===== src/sv/tlbf_pkg.sv =====
// Shared types, constants and a helper function for the two-level bitmap.
package tlbf_pkg;

  localparam int INDEX_W     = 12;    // width of a bit position
  localparam int CFG_W       = 13;    // width of the positions-in-use register
  localparam int SUM_W       = 13;    // internal width for position arithmetic
  localparam int CFG_RESET   = 4096;  // positions in use after reset
  localparam int RECIP_SHIFT = 24;    // fraction bits of the word-size reciprocal

  typedef enum logic [1:0] {
    ACT_INSERT = 2'd0,
    ACT_REMOVE = 2'd1,
    ACT_FIND   = 2'd2,
    ACT_CLEAR  = 2'd3
  } action_t;

  localparam logic STATUS_OK  = 1'b0;
  localparam logic STATUS_BAD = 1'b1;

  typedef struct packed {
    logic               status;
    logic               found;
    logic [INDEX_W-1:0] position;
    logic               empty_res;
  } result_t;

  typedef struct packed {
    logic wr;   // write one word
    logic clr;  // empty every word
  } store_ctl_t;

  // Count trailing zeros by halving; meaningful for a non-zero word only
  function automatic logic [5:0] ctz64(input logic [63:0] v);
    logic [63:0] x;
    logic [5:0]  n;
    x = v;
    n = '0;
    for (int k = 5; k >= 0; k--) begin
      if ((x & ((64'd1 << (1 << k)) - 64'd1)) == 64'd0) begin
        n[k] = 1'b1;
        x    = x >> (1 << k);
      end
    end
    return n;
  endfunction

endpackage


===== src/sv/tlbf_store.sv =====
// Word store: two registered read ports, one write port, per-word valid bits.
module tlbf_store #(
  parameter int WORD_BITS  = 64,
  parameter int WORD_COUNT = 64
) (
  input  logic                   clk,
  input  logic                   rst,
  input  logic                   rd_en,
  input  logic [((WORD_COUNT > 1) ? $clog2(WORD_COUNT) : 1)-1:0] rd_addr_a,
  input  logic [((WORD_COUNT > 1) ? $clog2(WORD_COUNT) : 1)-1:0] rd_addr_b,
  input  tlbf_pkg::store_ctl_t   ctl,
  input  logic [((WORD_COUNT > 1) ? $clog2(WORD_COUNT) : 1)-1:0] wr_addr,
  input  logic [WORD_BITS-1:0]   wr_data,
  output logic [WORD_BITS-1:0]   rd_data_a,
  output logic [WORD_BITS-1:0]   rd_data_b
);

  logic [WORD_BITS-1:0]  mem [WORD_COUNT];
  logic [WORD_COUNT-1:0] vld;

  logic [WORD_BITS-1:0]  raw_a;
  logic [WORD_BITS-1:0]  raw_b;
  logic [WORD_BITS-1:0]  fwd_data;
  logic                  hit_a;
  logic                  hit_b;
  logic                  zero_a;
  logic                  zero_b;

  logic                  wr_hit_a;
  logic                  wr_hit_b;

  assign wr_hit_a = ctl.wr && (wr_addr == rd_addr_a);
  assign wr_hit_b = ctl.wr && (wr_addr == rd_addr_b);

  // Write one word, read two; keep the word being written for bypass
  always_ff @(posedge clk) begin
    if (ctl.wr) begin
      mem[wr_addr] <= wr_data;
    end
    if (rd_en) begin
      raw_a    <= mem[rd_addr_a];
      raw_b    <= mem[rd_addr_b];
      fwd_data <= wr_data;
      hit_a    <= wr_hit_a;
      hit_b    <= wr_hit_b;
      zero_a   <= ctl.clr || (!vld[rd_addr_a] && !wr_hit_a);
      zero_b   <= ctl.clr || (!vld[rd_addr_b] && !wr_hit_b);
    end
  end

  // Mark written words; drop every mark on reset or clear
  always_ff @(posedge clk) begin
    if (rst) begin
      vld <= '0;
    end else if (ctl.clr) begin
      vld <= '0;
    end else if (ctl.wr) begin
      vld[wr_addr] <= 1'b1;
    end
  end

  // An unwritten word reads as zero; a same-edge write is bypassed
  assign rd_data_a = zero_a ? '0 : (hit_a ? fwd_data : raw_a);
  assign rd_data_b = zero_b ? '0 : (hit_b ? fwd_data : raw_b);

endmodule


===== config.mk =====
export PLATFORM = sky130hd
export DESIGN_NAME = tlbf_store
export DESIGN_NICKNAME = d
export VERILOG_FILES = /design/src/sv/tlbf_pkg.sv /design/src/sv/tlbf_store.sv
export SDC_FILE = /design/constraint.sdc
export NUM_CORES = 2
export LEC_CHECK = 0
export BUFFER_PORTS_ARGS = -buffer_cell sky130_fd_sc_hd__buf_2
export CAP_MARGIN = 40
export CORE_UTILIZATION = 29
export CTS_BUF_LIST = sky130_fd_sc_hd__clkbuf_16
export CTS_CLUSTER_SIZE = 16
export DETAILED_ROUTE_END_ITERATION = 12
export PLACE_DENSITY = 0.44
export SLEW_MARGIN = 20
export SYNTH_ARGS = -nofsm -noshare
export SYNTH_HDL_FRONTEND = slang
export SYNTH_SLANG_ARGS = --single-unit

===== constraint.sdc =====
create_clock -name clk -period 5.43 [get_ports clk]
set_input_delay 0.2715 -clock clk [delete_from_list [all_inputs] [get_ports clk]]
set_output_delay 0.2715 -clock clk [all_outputs]
set_load 0.05 [all_outputs]

# Word-level counts from Yosys, hierarchy flattened
# Memory sizes are Yosys's and may differ from the RTL's. A register that Yosys moved wholly into a read port is not among the register bits.
# Cells that the tools add are included.
# classes
add_sub_neg	0
multipliers	0
muxes	12
bitwise	1
n_shift	0
div_mod_pow	0
magnitude_cmp	4
n_reduce_logical	12
n_eq_ne	2
# ops
cell	n
64-bit two-way mux	4
64-bit bitwise OR	1
6-bit by 7-bit < comparator with 1-bit output, second input constant	3
1-bit binary-select mux with 6-bit select	2
6-bit == test	2
1-bit demux with 6-bit select	1
6-bit by 1-bit greater-or-equal comparator with 1-bit output, second input constant	1
1-bit logical AND	5
1-bit two-way mux	5
1-bit logical NOT	4
1-bit logical OR	2
2-bit OR reduction	1
# word_totals
in_bits	87
n_memories	1
latch_bits	0
out_inout_bits	128
ram_bits	4096
romBits	0
ff_bits	132
word_cells	38
# memory_table
memory	depth	width	rd	rd_ports_with_merged_regs	wr	line	source
mem	64	64	2	2	1	tlbf_store.sv:18	logic [WORD_BITS-1:0] mem [WORD_COUNT];

# Logic depth before layout (Yosys ltp)
# logic_depth
ltp_word	5
ltp_mapped	9
mapped_depth_nobuf	5

# Worst setup path after synthesis
# No wires, ideal clock.
# synth_timing
path_type	in2reg
startpoint	in ctl[1] in the netlist's numbering
endpoint	mem mem[40][0] (enable)
arrival_ps	5421
stages	4
t_required_ps	4863
n_path_buf	1
setup_slack_ps	-558
setup_time_ps	567
path_cell_list	clkbuf_1 nor2b_1 nand3_1 nor3_1
# synth_between
elab_chain_cells	2
# synth_rtl
item	line	source
start: declaration	tlbf_store.sv:11	input tlbf_pkg::store_ctl_t ctl,
1-bit two-way mux	tlbf_store.sv:37	if (ctl.wr) begin
1-bit two-way mux (not written as such)	tlbf_store.sv:38	mem[wr_addr] <= wr_data;
end: declaration	tlbf_store.sv:18	
# Every way passes these cells.

# Worst setup path after layout
# layout_timing
startpoint	reg hit_a
endpoint	out rd_data_a[5]
# layout_between
elab_chain_cells	2
# layout_rtl
item	line	source
start: declaration	tlbf_store.sv:24	logic hit_a;
start signal: assignment	tlbf_store.sv:44	hit_a <= wr_hit_a;
64-bit two-way mux (2 in series)	tlbf_store.sv:63	assign rd_data_a = zero_a ? '0 : (hit_a ? fwd_data : raw_a);
end: declaration	tlbf_store.sv:14	output logic [WORD_BITS-1:0] rd_data_a,
# Every way passes these cells.

==> summary.txt <==
Outcome
  – Outcome: completed

Setup path
  – R2R Setup Slk: between 2000 and 3000 ps
  – Crit-path max FO: slightly above 40
  – Critical path, cell by cell: buf_12 > buf_4 > mux2i_1 > nor2_1 > buf_2
  – FF-to-FF End: raw_b[62]
  – CP Launch Type: flop
  – Crit-path max cell delay: between 500 and 600 ps
  – Critical path class: reg -> out
  – Worst EP required: 5160 ps
  – Critical R2R Launch: mem[37][62]
  – Crit-path slowest cell: buf_12
  – Endpoint class of the critical path: output pin
  – Critical Path AT: around 3600 ps
  – Cell count of the worst reg-to-reg path: 4

GRT
  – Total track usage: 0.217
  – Met1 Usage GRT: 0.293
  – Met2 usage in global routing: 0.364
  – Largest net degree at the start of global routing: 83
  – M3 GR Usage: 0.0294
  – Initial antenna violation count: 65
  – Vias in the first global route: about 110k
  – Grt ovf: 0
  – Layer with the highest usage: met2
  – Global-route wire length before repair: about 1000 mm

Routing
  – Routed WL: 753 mm
  – DRC: 0
  – Remaining antenna violation count: 0
  – Via count: approximately 110k
  – First-pass iteration count of the detailed router: 5
  – Starting DRT DRC Count: ~13000
  – Vias per Instance: ~5.7
  – Drt wl/cell: slightly above 40 um

Finish
  – Commonest non-fill, non-tap cell in the layout: edfxtp_1
  – Layout cells sized above 1: 0.434
  – Layout fillers: just over 60000
  – Non-filler instance count after layout: 18500
  – Layout area overhead: 17.1%
  – Most frequent cells in the layout: edfxtp_1 (4292), mux4_2 (2593), clkbuf_16 (490)
  – Fin area: 231000 um^2
  – End-of-flow core utilization: 0.341
  – Layout net count: ~9200

Min path
  – Hold Path Class: in -> reg
  – Hold Crit Depth: 3
  – Worst Hold Path EP: zero_a
  – Hold Crit Start: rd_addr_a[5]

Yosys
  – Distinct cells, synth: 36
  – Synth Net Count: between 8000 and 9000
  – Seq/Total Area, Yosys: 0.660
  – Post-Syn Area: between 150000 and 200000 um^2
  – Post-synth EDFFs: 4292
  – Async SR Flop Fraction: 0
  – Synth Instances: 8495
  – Yosys warns: 0
  – Syn avg cell area: approximately 23 um^2
  – Ys flop type: edfxtp_1
  – Seq cells post-synth: 4356

Timing
  – Final setup fails: 0
  – Fin. max-slew vios: 0
  – Worst slew pin tran: around 1100 ps
  – Period utilisation layout: 0.717
  – Unrepaired setup endpoints after global routing: false
  – Fin Setup TNS: 0 ps
  – Rel. slew slack: 0.245
  – Hold_ws: ~94 ps
  – Hold Fails Final Rpt: 0
  – Worst Skew: between 40 and 50 ps
  – Min Tclk post-route: 3890 ps
  – Fmax: approximately 0.26 GHz

Power and ir drop
  – Worst VDD drop: about 0.28 mV
  – PwrDens: about 330 nW/um^2
  – Leak Pwr: between 70 and 80 nW

Floorplanning
  – Die Area: about 680000 um^2
  – Die Y-Extent: approximately 830 um
  – IO Pins: 215
  – Core Area: approximately 680000 um^2
  – Width of the chip: ~830 um
  – Rows: 302
  – Initial Util: 0.291

Placed design
  – Placer Congestion: ~0.77
  – Post-DP HPWL: 426 mm
  – IO Port Bufs: between 200 and 250
  – Placed Cells: around 18000
  – Placed inst area: approximately 210000 um^2

Run
  – Max Cap Viol: 0

Clocking
  – H-tree Lvls: 5
  – Clk buf depth: 4
  – Post-cts resize count: 0
  – Root Driver: clkbuf_16
  – Worst-path clk slew: 60 ps
  – TritonCTS clock tree: done
  – Clk_lat worst skew: 1070 ps
  – TritonCTS Buffers: 480
  – CTS Sinks: 4356
[timing repair]
action / CTS / global route
endpoints found under the hold margin: 4265 / 0
setup endpoints to repair: 0 / 0
buffers inserted: 0 / 0
hold buffers: 78 / 0
[layout make-up]
class | count | area [um^2] | area share
Inverter | 2 | 7.51 | 0.0000325
Timing Repair Buffer | 868 | 9670 | 0.0419
Clock buffer | 490 | 12300 | 0.0531
Sequential cell | 4356 | 130000 | 0.564
Clock inverter | 384 | 3120 | 0.0135
Tap cell | 8968 | 11200 | 0.0486
Antenna cell | 10 | 25.0 | 0.000108
Multi-Input combinational cell | 3454 | 64500 | 0.279
[sequential cells by signal, summed over array words and instances, names as in the netlist]
name,cells
vld,64
fwd_data,64
raw_a,64
mem,4096
zero_b,1
hit_b,1
zero_a,1
raw_b,64
hit_a,1
[logic make-up after synthesis]
kind of cell / Yosys count / share of synthesized area
AOI/OAI and AO/OA: 334 / 0.0127
xor gates and xnor gates: 12 / 0.000533
buffers and inverters: 685 / 0.0159
DFF: 4356 / 0.660
muxes: 2728 / 0.303
and+or+nand+nor: 380 / 0.00777
[per-stage QoR]
step | worst slack (ps) | total power (W)
after floorplan | 1150 | 0.0420
after global placement | 1400 | 0.0447
after detailed placement | 1510 | 0.0449
after CTS | 1320 | 0.0775
after global routing | 1440 | 0.0788
final | 1540 | 0.0767
[cell usage after synthesis (all sizes together) (2+ instances only)]
cell type | number | area (um^2)
edfxtp | 4292 | 129000
mux4 | 2593 | 58400
clkbuf | 379 | 1420
buf | 304 | 1710
a22oi | 256 | 1920
nor2 | 194 | 728
nand2 | 137 | 514
mux2i | 134 | 1340
dfxtp | 64 | 1280
o21a | 64 | 480
nand3 | 10 | 50.1
nor2b | 10 | 62.6
nor3 | 8 | 40.0
xnor2 | 8 | 70.1
nand4 | 5 | 31.3
nand2b | 4 | 25.0
nor4 | 4 | 25.0
xor2 | 4 | 35.0
a2111oi | 3 | 26.3
nor3b | 3 | 22.5
a211oi | 2 | 15.0
a21oi | 2 | 10.0
and2 | 2 | 12.5
inv | 2 | 7.51
nand3b | 2 | 15.0
o2111ai | 2 | 17.5
[per-layer routing]
metal | wire length (um) | share of wire
met5 | 126 | 0.00017
met4 | 28000 | 0.037
met3 | 45500 | 0.060
met2 | 369000 | 0.49
met1 | 310000 | 0.41
[critical path, delay by kind of cell, from the launching register on]
kind	cells	cell delay [ps]
buf+inv	3	1390
flops	1	400
mux	1	140
simple gates	1	470
[worst max-delay path by stage]
stage	start	end	slack, ps
after floorplan	ctl[1]	mem[61][0]	1150
after global placement	rd_addr_b[0]	raw_b[62]	1400
after detailed placement	rd_addr_b[0]	raw_b[62]	1510
after CTS	hit_b	rd_data_b[5]	1320
after global routing	hit_a	rd_data_a[5]	1440
final	hit_a	rd_data_a[5]	1540
[where the power goes]
part / switching, W / internal [W]
registers: 0.000185 / 0.0373
clock network: 0.0141 / 0.0184
logic: 0.00391 / 0.00274
No activity file was read; power rests on OpenSTA's default activity.
