[src/sv/tlbf_pkg.sv]
// Shared types, constants and a helper function for the two-level bitmap.
package tlbf_pkg;

  localparam int INDEX_W     = 12;    // width of a bit position
  localparam int CFG_W       = 13;    // width of the positions-in-use register
  localparam int SUM_W       = 13;    // internal width for position arithmetic
  localparam int CFG_RESET   = 4096;  // positions in use after reset
  localparam int RECIP_SHIFT = 24;    // fraction bits of the word-size reciprocal

  typedef enum logic [1:0] {
    ACT_INSERT = 2'd0,
    ACT_REMOVE = 2'd1,
    ACT_FIND   = 2'd2,
    ACT_CLEAR  = 2'd3
  } action_t;

  localparam logic STATUS_OK  = 1'b0;
  localparam logic STATUS_BAD = 1'b1;

  typedef struct packed {
    logic               status;
    logic               found;
    logic [INDEX_W-1:0] position;
    logic               empty_res;
  } result_t;

  typedef struct packed {
    logic wr;   // write one word
    logic clr;  // empty every word
  } store_ctl_t;

  // Count trailing zeros by halving; meaningful for a non-zero word only
  function automatic logic [5:0] ctz64(input logic [63:0] v);
    logic [63:0] x;
    logic [5:0]  n;
    x = v;
    n = '0;
    for (int k = 5; k >= 0; k--) begin
      if ((x & ((64'd1 << (1 << k)) - 64'd1)) == 64'd0) begin
        n[k] = 1'b1;
        x    = x >> (1 << k);
      end
    end
    return n;
  endfunction

endpackage

[src/sv/tlbf_exec.sv]
// Action evaluation: bounds check, word update, summary update and search.
module tlbf_exec #(
  parameter int WORD_BITS  = 64,
  parameter int WORD_COUNT = 64
) (
  input  tlbf_pkg::action_t              action,
  input  logic [tlbf_pkg::INDEX_W-1:0]   index,
  input  logic [$clog2(((2**tlbf_pkg::INDEX_W) - 1) / WORD_BITS + 1)-1:0] w,
  input  logic [$clog2(WORD_COUNT + 1)-1:0] words,
  input  logic [((WORD_COUNT > 1) ? $clog2(WORD_COUNT) : 1)-1:0] nw,
  input  logic                           above_nz,
  input  logic [WORD_BITS-1:0]           word_a,
  input  logic [WORD_BITS-1:0]           word_b,
  input  logic [WORD_COUNT-1:0]          summary,
  output tlbf_pkg::result_t              res,
  output tlbf_pkg::store_ctl_t           ctl,
  output logic [((WORD_COUNT > 1) ? $clog2(WORD_COUNT) : 1)-1:0] wr_addr,
  output logic [WORD_BITS-1:0]           wr_data,
  output logic [WORD_COUNT-1:0]          summary_next
);

  localparam int A_W   = (WORD_COUNT > 1) ? $clog2(WORD_COUNT) : 1;
  localparam int OFF_W = $clog2(WORD_BITS);
  localparam int SW    = tlbf_pkg::SUM_W;

  logic              in_range;
  logic [A_W-1:0]    wa;
  logic [SW-1:0]     base;
  logic [SW-1:0]     off_full;
  logic [OFF_W-1:0]  off;
  logic [WORD_BITS-1:0] bit_sel;
  logic [WORD_BITS-1:0] low_mask;
  logic [WORD_BITS-1:0] masked;
  logic [WORD_BITS-1:0] set_word;
  logic [WORD_BITS-1:0] clr_word;
  logic [5:0]        ctz_a;
  logic [5:0]        ctz_b;
  logic [SW-1:0]     near_pos;
  logic [SW-1:0]     far_pos;

  // Split the position into word and offset
  assign in_range = SW'(w) < SW'(words);
  assign wa       = w[A_W-1:0];
  assign base     = SW'(w) * SW'(WORD_BITS);
  assign off_full = SW'(index) - base;
  assign off      = off_full[OFF_W-1:0];

  assign bit_sel  = WORD_BITS'(1) << off;
  assign low_mask = bit_sel - WORD_BITS'(1);
  assign masked   = word_a & ~low_mask;
  assign set_word = word_a | bit_sel;
  assign clr_word = word_a & ~bit_sel;

  // Candidate hits: in the start word, or in the next non-empty word
  assign ctz_a    = tlbf_pkg::ctz64(64'(masked));
  assign ctz_b    = tlbf_pkg::ctz64(64'(word_b));
  assign near_pos = base + SW'(ctz_a);
  assign far_pos  = SW'(nw) * SW'(WORD_BITS) + SW'(ctz_b);

  always_comb begin
    res          = '0;
    ctl          = '0;
    wr_addr      = wa;
    wr_data      = set_word;
    summary_next = summary;
    case (action)
      tlbf_pkg::ACT_CLEAR: begin
        ctl.clr      = 1'b1;
        summary_next = '0;
      end
      tlbf_pkg::ACT_INSERT: begin
        if (in_range) begin
          ctl.wr           = 1'b1;
          wr_data          = set_word;
          summary_next[wa] = 1'b1;
        end else begin
          res.status = tlbf_pkg::STATUS_BAD;
        end
      end
      tlbf_pkg::ACT_REMOVE: begin
        if (in_range) begin
          ctl.wr  = 1'b1;
          wr_data = clr_word;
          if (clr_word == '0) begin
            summary_next[wa] = 1'b0;
          end
        end else begin
          res.status = tlbf_pkg::STATUS_BAD;
        end
      end
      tlbf_pkg::ACT_FIND: begin
        if (!in_range) begin
          res.status = tlbf_pkg::STATUS_BAD;
        end else if (masked != '0) begin
          res.found    = 1'b1;
          res.position = near_pos[tlbf_pkg::INDEX_W-1:0];
        end else if (above_nz && (word_b != '0)) begin
          res.found    = 1'b1;
          res.position = far_pos[tlbf_pkg::INDEX_W-1:0];
        end
      end
      default: begin
        res = '0;
      end
    endcase
    res.empty_res = (summary_next == '0);
  end

endmodule

[config.mk]
export PLATFORM = sky130hd
export DESIGN_NAME = tlbf_exec
export DESIGN_NICKNAME = d
export VERILOG_FILES = /design/src/sv/tlbf_pkg.sv /design/src/sv/tlbf_exec.sv
export SDC_FILE = /design/constraint.sdc
export NUM_CORES = 1
export LEC_CHECK = 0
export BUFFER_PORTS_ARGS = -buffer_cell sky130_fd_sc_hd__buf_2
export CAP_MARGIN = 0
export CORE_AREA = 2 2 147 149
export DETAILED_ROUTE_END_ITERATION = 10
export DIE_AREA = 0 0 149 151
export PLACE_DENSITY = 0.65
export SYNTH_ARGS = -nofsm -noshare
export SYNTH_HDL_FRONTEND = slang
export SYNTH_SLANG_ARGS = --single-unit
[constraint.sdc]
create_clock -name vclk -period 11.3
set_clock_uncertainty 0.15 [all_clocks]
set_input_delay 1.695 -clock vclk [all_inputs]
set_output_delay 1.695 -clock vclk [all_outputs]
set_load 0.03 [all_outputs]
; ---- After elaboration in Yosys (flattened, before gate mapping)
; Index checks and enable logic that the tools add are counted.
[totals]
wordCells = 79
register_bits = 0
out_inout_bits = 151
[op_classes]
n_reduce_logical = 21
n_eq_ne = 3
n_shift = 1
addsub = 4
bitwise = 8
order_cmp = 3
n_mux = 39
[ops]
columns = op, count
row1 = logical NOT 64 bit, 14
row2 = two-way mux 64 bit, 5
row3 = AND 64 bit, 3
row4 = NOT 64 bit, 3
row5 = one-hot mux 64 bit (3 select lines), 1
row6 = OR 64 bit, 2
row7 = nonzero test 64 bit, 2
row8 = << shifter 1 x 6 -> 64 bit (first input constant), 1
row9 = subtractor 64 x 1 -> 64 bit (second input constant), 1
row10 = two-way mux 31 bit, 2
row11 = two-way mux 13 bit, 4
row12 = two-way mux 15 bit, 2
row13 = adder 12 x 6 -> 12 bit, 2
row14 = two-way mux 1 bit, 20
row15 = two-way mux 7 bit, 2
row16 = < comparator 6 x 7 -> 1 bit, 1
row17 = < comparator 6 x 7 -> 1 bit (second input constant), 1
row18 = demux 1 bit (select 6 bit), 1
row19 = >= comparator 6 x 1 -> 1 bit (second input constant), 1
row20 = two-way mux 3 bit, 2
row21 = subtractor 6 x 1 -> 6 bit (second input constant), 1
row22 = == test 2 bit (second input constant), 2
row23 = OR reduction 3 bit, 1
row24 = == test 2 x 1 -> 1 bit (second input constant), 1
row25 = 3 further kinds, 4

; ---- Logic depth before layout (Yosys ltp)
; Gate-level depths: netlist of the first run.
[logic_depth]
word_depth = 21
ltp_mapped = 23

; ---- Worst setup path before layout of the first run
; Ideal clock, no wire load.
[synth_timing]
path_type = input port to output port
from = in index[5] (netlist name)
to = out res[3] (netlist name)
setup_slack_ns = 2.167
arrival_ns = 7.288
stages = 21
required_time_ns = 9.455
n_path_buf = 6
path_cell_list = buf_2 -> buf_2 -> buf_2 -> buf_2 -> nor4b_1 -> nand2_1 -> ha_1 -> clkbuf_1 -> inv_1 -> nand4_1 -> a32oi_1 -> or3b_2 -> or4_4 -> or4_4 -> o31ai_4 -> buf_6 -> nor3_2 -> nor2_4 -> o2111a_2 -> nand2_1 -> nor3_1
[synth_rtl]
columns = item, line_no
row1 = from (decl), tlbf_exec.sv:7  ; input logic [tlbf_pkg::INDEX_W-1:0] index,
row2 = to (decl), tlbf_exec.sv:15  ; output tlbf_pkg::result_t res,

==> results of run 1 <==
==> synth_stat cells (17+ instances only) <==
| master | count |
|---|---|
| a211o_1 | 65 |
| a21oi_1 | 125 |
| a31oi_1 | 19 |
| buf_2 | 20 |
| clkbuf_1 | 70 |
| inv_1 | 90 |
| mux2i_1 | 17 |
| nand2_1 | 58 |
| nand3_1 | 33 |
| nand4_1 | 26 |
| nor2_1 | 80 |
| nor3_1 | 25 |
| nor4_1 | 39 |
| o21ai_0 | 156 |
| o31ai_1 | 36 |
==> where the power goes <==
part	switching, uW	internal [uW]
Sequential	0	0
Clock	0	0.0000118
Combinational	306	136
Total	306	136
==> per-stage QoR <==
step | worst slack [ns] | hold WS [ns] | total power [uW]
3_5_place_dp | 1.766 | 3.605 | 427.7
5_1_grt | 1.305 | 3.618 | 465.4
4_1_cts | 1.768 | 3.605 | 429.2
2_1_floorplan | 2.167 | 3.372 | 267.3
3_3_place_gp | 1.389 | 3.602 | 427.7
6_report | 1.427 | 3.606 | 442.5
==> cell type report <==
class	count	share of cell area
antenna	1	0.0002827
tap	275	0.03887
multi-input combinational	947	0.6892
inverter	90	0.03816
timing repair buffer	399	0.2335
==> layer usage <==
layer / part of all wire / vias to the layer above
met5: 0 / -
met4: 0.062 / 0
met3: 0.13 / 200
met2: 0.43 / 952
met1: 0.38 / 5214
li1: - / 5057
==> worst paths after layout <==
check                        end  slack, ns  depth (start not counted)
worst min-delay path  wr_addr[5]       3.61                          2
worst max-delay path      res[1]       1.43                         17
==> cell families (layout without fill, tap and decap cells) <==
group / count (synthesis) / count (layout) / share of synthesized area
other cells: 0 / 1 / 0
xor+xnor: 5 / 5 / 0.006360
simple gates: 367 / 367 / 0.2971
fa+ha+maj: 6 / 6 / 0.01090
buf+inv: 195 / 489 / 0.1154
mux: 25 / 25 / 0.03780
compound gates: 544 / 544 / 0.5324
==> impl_metrics.toml, run 1 <==
[finish]
nFillCells = 2284
flops_and_latches = 0
regArea_um2 = 0
mostFrequentLayoutCell = "buf_2"
area_growth_pct = 28.57
final_cell_mix = "buf_2 (371), o21ai_0 (156), a21oi_1 (125)"
final_nets = 1670
drive_above_1_share = 0.3155
postLayoutCellArea_mm2 = 0.008852
nClkBuffers = 0
multiInputGateArea_mm2 = 0.006101
instances_no_fill = 1712
utilization = 0.4251

[floorplan]
coreArea_mm2 = 0.02082
die_w_um = 149
io_pins = 377
die_height_um = 151
die-area_mm2 = 0.02250
start_util = 0.3307
placementRows = 53

[clock_network]
ctsResizeCount = 0
cts_setup_buffers = 0
ctsHoldBuffers = 0

[sta]
fmax_mhz = 101.3
tns_ns = 0
hold_viol = 0
finalSetupViolCount = 0
period_share = 0.8737
slew-limit-headroom = 0.1117
worst_pin_slew_ns = 1.329
maxSlewViolCount = 0
rsz0062_at_grt = "false"
fin_crit_ns = 9.873

[global_routing]
grtUsageMet2 = 0.5645
grt_pass1_wl_um = 63020
overflow = 0
grtUsageMet3 = 0.09006
grt_max_degree = 73
grtUsageMet1 = 0.4621
track_usage = 0.3625
top_usage_layer = "met2"
grt_antenna_before_repair = 2
grt_pass1_vias = 10386

[route]
dr.first_iter.drc_count = 1289
num_vias = 11423
wirelength_um = 43750
avgViaCountPerCell = 6.672
ant_nets = 0
dr.pass1.iters = 8
drc_errors = 0
wl_per_cell_um = 25.55

[min_path]
min_from = "w[5]"
hp-class = "in -> out"

[worst_setup_path]
crit_path_end_kind = "output pin"
setup.worst_path.start = "index[5]"
path_class = "in -> out"
cp.arrival_ns = 8.03
required_ns = 9.46
path_max_fanout = 12
cp_top_family = "simple AND/OR/NAND/NOR gates"
cp_cell_sequence = "buf_2 -> nor4b_2 -> nand2_1 -> ha_1 -> inv_1 -> nand4_1 -> a32oi_1 -> or3b_2 -> or4_4 -> nor4_4 -> nand2_1 -> o2111a_1 -> nor2_4 -> o221a_2 -> o221ai_2 -> a311oi_2 -> buf_2"
path_buf_inv = 3
cpPeakStageDelay_ns = 1.14
critPathLaunchType = "primary input"
cpMaxStageDelayCell = "nor4b_2"

[logic_synthesis]
synthTopCellsByArea = "o21ai_0 (11%), a21oi_1 (9.1%), a211o_1 (8.3%)"
syn-num-nets = 1374
yosysSeqAreaShare = 0
yosys.area.top_type = "o21ai_0"
avgSynthCellArea_um2 = 6.029
syn_area_mm2 = 0.006885
yosysUniqueCellTypes = 99
yosysWarnings = 0
netlist.area_leader.share = 0.1134
synthCells = 1142

[placement]
port_buffers = 371
dpl.hpwl_um = 34300
dp_cells = 1711
placed_area_mm2 = 0.008850
gp_congestion = 1.045

[outcome]
status = "finished clean"

[power_and_ir_drop]
p_leak_uw = 0.004069
power_density_mw_per_mm2 = 49.99
peakVddDrop_uv = 33.01

[run]
drv_cap = 0
No activity file was read; power rests on OpenSTA's default activity.
==> inputs of run 2 (changes only) <==
--- a/config.mk
+++ b/config.mk
@@ -11,6 +11,7 @@
 export DETAILED_ROUTE_END_ITERATION = 10
 export DIE_AREA = 0 0 149 151
 export PLACE_DENSITY = 0.65
+export REMOVE_ABC_BUFFERS = 1
 export SYNTH_ARGS = -nofsm -noshare
 export SYNTH_HDL_FRONTEND = slang
 export SYNTH_SLANG_ARGS = --single-unit
==> run 2 against run 1 <==
Utilization unchanged. Global-route usage fell by 1.3 points. Final cell count barely moved. Non-clock buffer count stayed put. Sequential share of layout area stayed put. First-iteration DRC count grew 2.9%. Routed wire length shrank 2.9%. Flip-flop and latch count stayed put. Design area unchanged. Critical path depth grew 1. Critical endpoint is now res[2].
==> impl_metrics.toml, run 2 (synthesis gave the netlist of run 1 again) <==
[min_path]
hp-class = "in -> out"
min_from = "w[5]"
min_to = "wr_addr[5]"
whs_path_depth = 2

[worst_setup_path]
critPathLaunchType = "primary input"
cpPeakStageDelay_ns = 1.20
cp_cell_sequence = "buf_2 -> nor4b_1 -> nand2_1 -> ha_1 -> buf_4 -> nor2b_1 -> a22oi_1 -> nor2_1 -> mux2i_1 -> or4_4 -> or4_4 -> o31ai_4 -> a21oi_1 -> a211oi_2 -> o2111a_2 -> nand2_1 -> nor4b_2 -> buf_2"
cp.arrival_ns = 8.24
required_ns = 9.46
crit_path_end_kind = "output pin"
setup.worst_path.start = "index[1]"
cpMaxStageDelayCell = "nor4b_1"
path_max_fanout = 40
path_class = "in -> out"

[route]
ant_nets = 0
drc_errors = 0
dr.first_iter.drc_count = 1326
wl_per_cell_um = 24.81
avgViaCountPerCell = 6.663
num_vias = 11413
dr.pass1.iters = 6
wirelength_um = 42500

[sta]
hold_viol = 0
fmax_mhz = 99.14
slew-limit-headroom = 0.04573
setup_slack_ns = 1.214
tns_ns = 0
rsz0062_at_grt = "false"
fin_crit_ns = 10.09
maxSlewViolCount = 0
finalSetupViolCount = 0
worst_pin_slew_ns = 1.412
period_share = 0.8926

[floorplan]
coreArea_mm2 = 0.02082
io_pins = 377
start_util = 0.3307
placementRows = 53
die_w_um = 149
die-area_mm2 = 0.02250
die_height_um = 151

[finish]
nClkBuffers = 0
final_nets = 1670
instances_no_fill = 1713
final_cell_mix = "buf_2 (371), o21ai_0 (156), a21oi_1 (125)"
drive_above_1_share = 0.3148
nFillCells = 2305
mostFrequentLayoutCell = "buf_2"
regArea_um2 = 0
area_growth_pct = 28.57
flops_and_latches = 0

[global_routing]
grt_antenna_before_repair = 4
grt_pass1_wl_um = 61620
grt_pass1_vias = 10106
grtUsageMet3 = 0.07108
grtUsageMet2 = 0.5643
grtUsageMet1 = 0.4623
top_usage_layer = "met2"
track_usage = 0.3500
overflow = 0
grt_max_degree = 73

[power_and_ir_drop]
p_leak_uw = 0.004065
peakVddDrop_uv = 37.53
power_density_mw_per_mm2 = 49.37

[clock_network]
cts_setup_buffers = 0
ctsResizeCount = 0
ctsHoldBuffers = 0

[placement]
dp_cells = 1711
pre_cts_ws_ns = 1.410
gp_congestion = 1.024
port_buffers = 371
dpl.hpwl_um = 33430

[run]
drv_cap = 0

[outcome]
status = "finished clean"
-- run 2: report_power, final --
part | total, uW | leakage (uW) | internal (uW) | switching (uW)
logic | 437 | 0.00407 | 137 | 300
registers | 0 | 0 | 0 | 0
clock network | 0.0000238 | 0.0000000127 | 0.0000238 | 0
total | 437 | 0.00407 | 137 | 300
-- run 2: worst max path at each step --
stage                     endpoint  slack (ns)  cells past startpoint
after CTS                   res[2]        1.40                     17
after detailed placement    res[2]        1.41                     17
after global placement      res[2]        1.40                     17
after global routing        res[2]        1.01                     17
after floorplan             res[3]        2.40                     16
final                       res[2]        1.21                     18
-- run 2: stage by stage --
step	cell area [um^2]	utilization	total power, uW	hold WS, ns
6_report	8852	0.4251	437.0	3.604
2_1_floorplan	6429	-	239.4	3.240
5_1_grt	8850	0.4250	461.2	3.613
3_3_place_gp	8847	0.4249	423.5	3.602
4_1_cts	8847	0.4249	425.5	3.602
3_5_place_dp	8847	0.4249	423.9	3.601
-- run 2: area by class of cell --
cell class	count	area [um^2]	area share
Multi-Input combinational cell	947	6098	0.6889
Timing Repair Buffer	399	2067	0.2335
Tap cell	275	344.1	0.03887
Inverter	90	337.8	0.03816
Antenna cell	2	5.005	0.0005654
-- run 2: worst max-delay path: cells and delay by family --
kind	cells	cell delay [ns]
fa+ha+maj	1	0.32
mux	1	0.23
buf+inv	3	0.86
compound gates	5	1.72
simple gates	8	3.37
-- run 2: layer usage --
metal  share of wire  vias up  wire (um)
li1                -     5047          -
met1            0.39     5295      16370
met2            0.44      926      18830
met3            0.13      141       5381
met4           0.044        4       1889
met5         0.00064        -         27
==> inputs of run 3 (changes only) <==
==> constraint.sdc (replaced) <==
create_clock -name vclk -period 11.3
set_clock_uncertainty 0.15 [all_clocks]
set_input_delay 1.13 -clock vclk [all_inputs]
set_output_delay 1.13 -clock vclk [all_outputs]
set_load 0.03 [all_outputs]
==> run 3 against run 2 <==
Sequential share of layout area is the same. Design area shrank 0.76%. Final cell count shrank 0.53%.
==> impl_metrics.toml, run 3 (synthesis gave the netlist of run 1 again) <==
[worst_setup_path]
required_ns = 10.02
cp.arrival_ns = 7.95
critPathLaunchType = "primary input"
path_class = "in -> out"
crit_path_end_kind = "output pin"
path_max_fanout = 37

[sta]
tns_ns = 0
setup_slack_ns = 2.072
hold_viol = 0
maxSlewViolCount = 0
worst_pin_slew_ns = 1.329
period_share = 0.8166
slew-limit-headroom = 0.1070
fmax_mhz = 108.4
fin_crit_ns = 9.228
finalSetupViolCount = 0
rsz0062_at_grt = "false"

[finish]
flops_and_latches = 0
final_nets = 1661
mostFrequentLayoutCell = "buf_2"
final_cell_mix = "buf_2 (371), o21ai_0 (156), a21oi_1 (125)"
regArea_um2 = 0
utilization = 0.4219
nFillCells = 2331
drive_above_1_share = 0.3104
area_growth_pct = 27.59
nClkBuffers = 0

[floorplan]
die_height_um = 151
die-area_mm2 = 0.02250
io_pins = 377
die_w_um = 149
coreArea_mm2 = 0.02082
start_util = 0.3307
placementRows = 53

[route]
drc_errors = 0
dr.pass1.iters = 8
ant_nets = 0
avgViaCountPerCell = 6.654
dr.first_iter.drc_count = 1392
wirelength_um = 42190
num_vias = 11339
wl_per_cell_um = 24.76

[placement]
gp_congestion = 1.015
port_buffers = 371
pre_cts_ws_ns = 2.271
dpl.hpwl_um = 33000

[global_routing]
overflow = 0
grt_pass1_vias = 10143
track_usage = 0.3469
grt_max_degree = 73
grt_antenna_before_repair = 4
grt_pass1_wl_um = 61270

[min_path]
hp-class = "in -> out"

[power_and_ir_drop]
peakVddDrop_uv = 46.54
p_leak_uw = 0.004022
p_total_uw = 434.6
power_density_mw_per_mm2 = 49.47

[run]
drv_cap = 0

[outcome]
status = "finished clean"

[clock_network]
ctsHoldBuffers = 0
cts_setup_buffers = 0
ctsResizeCount = 0
## run 3: worst max-delay path: stages
cell and delay (ns):
buf_2 0.61, nor4b_1 0.93, nand2_1 0.23, ha_1 0.28, inv_1 0.29, nand4_1 0.26, a32oi_1 0.33, or3b_2 0.48
or4_4 0.59, or4_4 0.61, nor2_2 0.56, nand4_1 0.24, buf_4 0.27, o21ai_1 0.48, inv_1 0.18, nand2_1 0.14
nor3_1 0.10, buf_2 0.19
## run 3: power breakdown
part	internal, uW	leakage [uW]	switching (uW)
combinational	135	0.00402	300
clock	0.0000237	0.0000000127	0
sequential	0	0	0
total	135	0.00402	300
## run 3: layer usage
layer  track usage  routed length (um)  up-vias
met1        0.4522               16270     5187
met2        0.5601               18430      959
met4        0.1500                2245        4
met5             0                  27        -
met3       0.06355                5227      165
li1              -                   -     5024
## run 3: layout make-up
type,count,area (um^2),share of cell area
multi-input cells,947,6098,0.6942
repair buffers,390,1999,0.2276
diodes,2,5.005,0.0005697
inverters,90,337.8,0.03846
well taps,275,344.1,0.03917
## run 3: final timing paths
| path | startpoint | to | cells after the start |
|---|---|---|---|
| hold / removal | w[5] | wr_addr[5] | 2 |
| setup / recovery | index[0] | res[3] | 18 |
## run 3: metrics by stage
stage | std cells | instance area (um^2) | hold slack, ns
floorplan | 1037 | 6429 | 2.110
finish | 1704 | 8785 | 2.485
global route | 1704 | 8785 | 2.483
global placement | 1702 | 8780 | 2.474
detailed placement | 1702 | 8780 | 2.475
CTS | 1702 | 8780 | 2.475
